**config.mk**
```make
export PLATFORM = sky130hd
export DESIGN_NAME = tlpt_ram
export DESIGN_NICKNAME = d
export VERILOG_FILES = /design/src/rtl/core/assert_macros.svh /design/src/rtl/core/tlpt_ram.sv
export SDC_FILE = /design/constraint.sdc
export NUM_CORES = 1
export LEC_CHECK = 0
export BUFFER_PORTS_ARGS = -buffer_cell sky130_fd_sc_hd__buf_2
export CORE_MARGIN = 5
export CORE_UTILIZATION = 55
export CTS_CLUSTER_DIAMETER = 60
export CTS_CLUSTER_SIZE = 28
export DETAILED_ROUTE_END_ITERATION = 12
export HOLD_SLACK_MARGIN = 0.05
export PLACE_DENSITY = 0.82
export SLEW_MARGIN = 0
export SYNTH_ARGS = -nofsm -noshare
export SYNTH_HDL_FRONTEND = slang
export SYNTH_SLANG_ARGS = --single-unit
```
**constraint.sdc**
```tcl
create_clock -name clk_i -period 2.15 [get_ports clk_i]
set_input_delay 0.43 -clock clk_i [delete_from_list [all_inputs] [get_ports clk_i]]
set_output_delay 0.43 -clock clk_i [all_outputs]
set_load 0.005 [all_outputs]
```
**src/rtl/core/assert_macros.svh**
```systemverilog
// assertion helpers for the page table manager
`ifndef ASSERT_MACROS_SVH
`define ASSERT_MACROS_SVH

// implication checked on every rising clock edge outside reset
`define ASSERT_IMPL(lbl, clk, rst_n, pre, post) \
  lbl: assert property (@(posedge clk) disable iff (!rst_n) (pre) |-> (post)) \
    else $error("assertion failed");

// next-cycle implication checked outside reset
`define ASSERT_NEXT(lbl, clk, rst_n, pre, post) \
  lbl: assert property (@(posedge clk) disable iff (!rst_n) (pre) |=> (post)) \
    else $error("assertion failed");

`endif

```
**src/rtl/core/tlpt_ram.sv**
```systemverilog
// ----------------------------------------------------------------------------
// tlpt_ram
// generic synchronous ram with one write port and one registered read port
// ----------------------------------------------------------------------------
module tlpt_ram #(
  parameter int unsigned Width = 8,
  parameter int unsigned Depth = 16
) (
  input  logic                     clk_i,
  input  logic                     we_i,
  input  logic [$clog2(Depth)-1:0] waddr_i,
  input  logic [Width-1:0]         wdata_i,
  input  logic [$clog2(Depth)-1:0] raddr_i,
  output logic [Width-1:0]         rdata_o
);
  logic [Width-1:0] mem_q [Depth];

  // write port and registered read
  always_ff @(posedge clk_i) begin
    if (we_i) begin
      mem_q[waddr_i] <= wdata_i;
    end
    rdata_o <= mem_q[raddr_i];
  end
endmodule

```
# Yosys cells after proc, flatten, opt, wreduce, memory -nomap -nowiden
# Memory sizes are Yosys's and may differ from the RTL's. A register that Yosys moved wholly into a read port is not among the register bits.
# Index checks and enable logic that the tools add are counted.
# totals
ff_bits	0
ramBits	128
inputBits	18
out_inout_bits	8
memories	1
# mem_list
name	words	word_bits	rd	rd_clocked_by_memory_dff	wr	line	rtl
mem_q	16	8	1	1	1	tlpt_ram.sv:16	logic [Width-1:0] mem_q [Depth];
# classes
mux	2
# ops
op	count
$mux W1	2

# Depth between registers and ports, before layout
# logic_depth
depth_word	2
ltp_mapped	5
ltp_nobuf	3

# Worst setup path after synthesis
# Ideal clock, no wire load.
# synth_path
kind	input to register
from	input port waddr_i[2]
to	memory mem_q[0][0] (enable)
setup_ns	0.383
t_arrival_ns	1.540
t_required_ns	1.767
path_slack_ns	0.227
path_stages	2
path_buffers	0
cell_sequence	or3b_2 -> nor3_1
# synth_rtl
element	line	rtl
from (decl)	tlpt_ram.sv:11	input logic [$clog2(Depth)-1:0] waddr_i,
to (decl)	tlpt_ram.sv:16	
# Straight into the memory's write port.

# Final worst setup path
# layout_path
from	register rdata_o[5] (read register of mem_q)
to	output port rdata_o[5]
# layout_rtl
element	line	rtl
from (decl)	tlpt_ram.sv:14	output logic [Width-1:0] rdata_o
# No word-level cell between the ends.

==> flow_metrics.tcl <==
set metrics [dict create \
    worstPathArrival_ns 1.02 \
    yosys_warnings 0 \
    start_kind "register" \
    status "finished, final reports clean" \
    r2r_start "mem_q[3][3]$_DFFE_PP_" \
    syn_to_final_growth_pct 17.7 \
    hold_buffers 0 \
    syn-cell-area_um2 5150 \
    synth_xor_xnor_area_share_pct 0 \
    grt_pass1_wl_mm 15.2 \
    cts.sinks 136 \
    die_width_um 107 \
    top_layer "met4" \
    wl_met2_mm 5.01 \
    hold_viol 0 \
    path_delay_family "flip-flops" \
    initial_utilization_pct 56.0 \
    hold_path.class "in -> reg" \
    post_cts_buffers 0 \
    final_max_slew_viol_count 0 \
    ctsResizeCount 0 \
    wire_per_inst_um 24.1 \
    cts_root_buf "clkbuf_8" \
    dp_hpwl_mm 6.16 \
    ys_seq_area_share_pct 77.8 \
    dpl_cell_area_um2 5490 \
    grt_max_degree 33 \
    finalWorstSetupSlack_ns 0.704 \
    synthSimpleGateAreaFrac_pct 3.18 \
    rows 35 \
    slowest_stage "dfxtp_1" \
    die_h_um 107 \
    clockBufferDepth 2 \
    ys_types 19 \
    period_share_pct 67.2 \
    antenna_found_initial 0 \
    n_antenna_cell 0 \
    p_leak_nw 2.07 \
    synthCells 229 \
    path_clk_slew_ns 0.06 \
    grt_overflow 0 \
    drive_above_1_share_pct 31.2 \
    max_freq_mhz 692 \
    place.port_buffers 25 \
    cp.buffers_inverters 1 \
    met3_length_um 574 \
    muxShareOfSynthArea_pct 15.0 \
    core_um2 9200 \
    grt_pass1_vias 2596 \
    tightest_slew_ns 0.695 \
    crit_required_ns 1.72 \
    via_count 2450 \
    ys_seq_elements 136 \
    fin_nets 301 \
    wl_mm 9.77 \
    worst-setup-path-type "reg -> out" \
    drtIter0Drc 186 \
    drc 0 \
    final_cell_area_um2 6060 \
    die_area_um2 11400 \
    min_period_ns 1.45 \
    synthAdderAreaFrac_pct 0 \
    boundaryPins 26 \
    finClkSkew_ns 0.00501 \
    wl_met1_mm 3.95 \
    synth.avg_cell_area_um2 22.5 \
    slowest_delay_ns 0.37 \
    path_cells "buf_2" \
    max-cap-violations 0 \
    p_per_area_nw_per_um2 992 \
    cts_tree "built" \
    synth_fp_nets 247 \
    hold_start "wdata_i[3]" \
    p_total_w 0.00601 \
    drt_first_pass_iters 4 \
    crit_start "rdata_o[5]$_DFF_P_" \
    ir_drop_mv 0.650 \
    numCtsBuffers 17 \
    pre_cts_ws_ns 0.251 \
    globalplace.congestion 0.748 \
    cts_max_level 4 \
    drtAntennaViolNets 0 \
    clk_latency_ns 0.51 \
    crit_path_max_fanout 1 \
    max_slew_margin_pct 53.5 \
    viasPerCell 6.03 \
    grt_usage_pct 18.8 \
    setup_violations 0 \
    synth_compound_area_share_pct 2.33 \
    rsz0062_at_grt "false" \
    synth_top_family_by_area "multiplexers" \
    finalSetupTns_ns 0 \
    cp-end-kind "output pin" \
]
-- placed cells by master (no fill, tap or decap) --
master,Yosys,layout
mux4_2,18,18
clkbuf_8,0,1
mux4_1,14,14
buf_4,1,19
and2b_1,1,1
buf_2,3,25
a22oi_1,16,16
edfxtp_1,128,128
nand2b_1,2,2
bufinv_16,0,3
inv_6,0,1
nand3b_1,2,2
nand3_1,1,1
clkinv_1,0,3
clkinvlp_4,0,5
buf_12,0,1
nor2_1,13,13
nand2_1,9,9
nor3_1,4,4
clkinv_2,0,2
nor2b_1,1,1
or3b_2,1,1
clkbuf_16,0,16
dfxtp_1,8,8
and2_1,1,1
-- cell usage after synthesis (all sizes together) --
cell             n  share of area [%]
or3b             1               0.17
mux4            32                 15
buf              7                1.1
nand2            9               0.66
nor2b            1               0.12
nand2b           2               0.24
nor2            13               0.95
and2b            1               0.15
nand3            1              0.097
nor3             4               0.39
a22oi           16                2.3
edfxtp         128                 75
dfxtp            8                3.1
and2             1               0.12
nand3b           2               0.29
clkdlybuf4s25    3               0.58
-- worst reg2reg max path, cell delays in order (launching register included) --
cell	delay, ns
edfxtp_1	0.38
mux4_1	0.48
a22oi_1	0.30
nand2_1	0.09
-- cell type report --
type | count | area, um^2
clock buffer | 17 | 414
clock inverter | 14 | 158
fill | 576 | 3140
multi-input combinational | 83 | 1060
sequential | 136 | 4000
tap | 111 | 139
timing repair buffer | 45 | 288
-- flip-flops by register name (all words and copies together) (netlist names) --
signal and cells:
rdata_o 8, mem_q 128
-- through the flow --
| step | cells | utilization, % | hold slack, ns |
|---|---|---|---|
| after floorplan | 229 | - | 0.529 |
| after global placement | 375 | 59.7 | 0.651 |
| after detailed placement | 375 | 59.7 | 0.670 |
| after CTS | 406 | 65.9 | 0.287 |
| after global routing | 406 | 65.9 | 0.304 |
| final | 406 | 65.9 | 0.304 |
-- metal layers --
layer	GRT usage (%)	vias to the layer above
met5	0	-
met4	7.76	0
met3	4.82	17
met2	30.4	87
met1	24.7	1262
li1	-	1084
-- power by group --
group | switching, W | internal, W | leakage, nW
Clock | 0.00101 | 0.00174 | 0.265
Sequential | 0.0000208 | 0.00297 | 1.22
Combinational | 0.000149 | 0.000118 | 0.581
Total | 0.00118 | 0.00482 | 2.07
-- path summary, 6_finish.rpt --
| path | to | slack (ns) | cells after the start |
|---|---|---|---|
| max | rdata_o[5] | 0.70 | 1 |
| min | mem_q[3][3]$_DFFE_PP_ | 0.30 | 1 |
| max reg2reg | rdata_o[3]$_DFF_P_ | 0.78 | 3 |
| min reg2reg | rdata_o[4]$_DFF_P_ | 0.67 | 3 |
-- cell families (layout without fill, tap and decap cells) --
family,count (synthesis),after routing
muxes,32,32
DFF,136,136
buffers and inverters,10,76
and+or+nand+nor,35,35
AOI/OAI and AO/OA,16,16
Power figures use the tool's default switching activity.
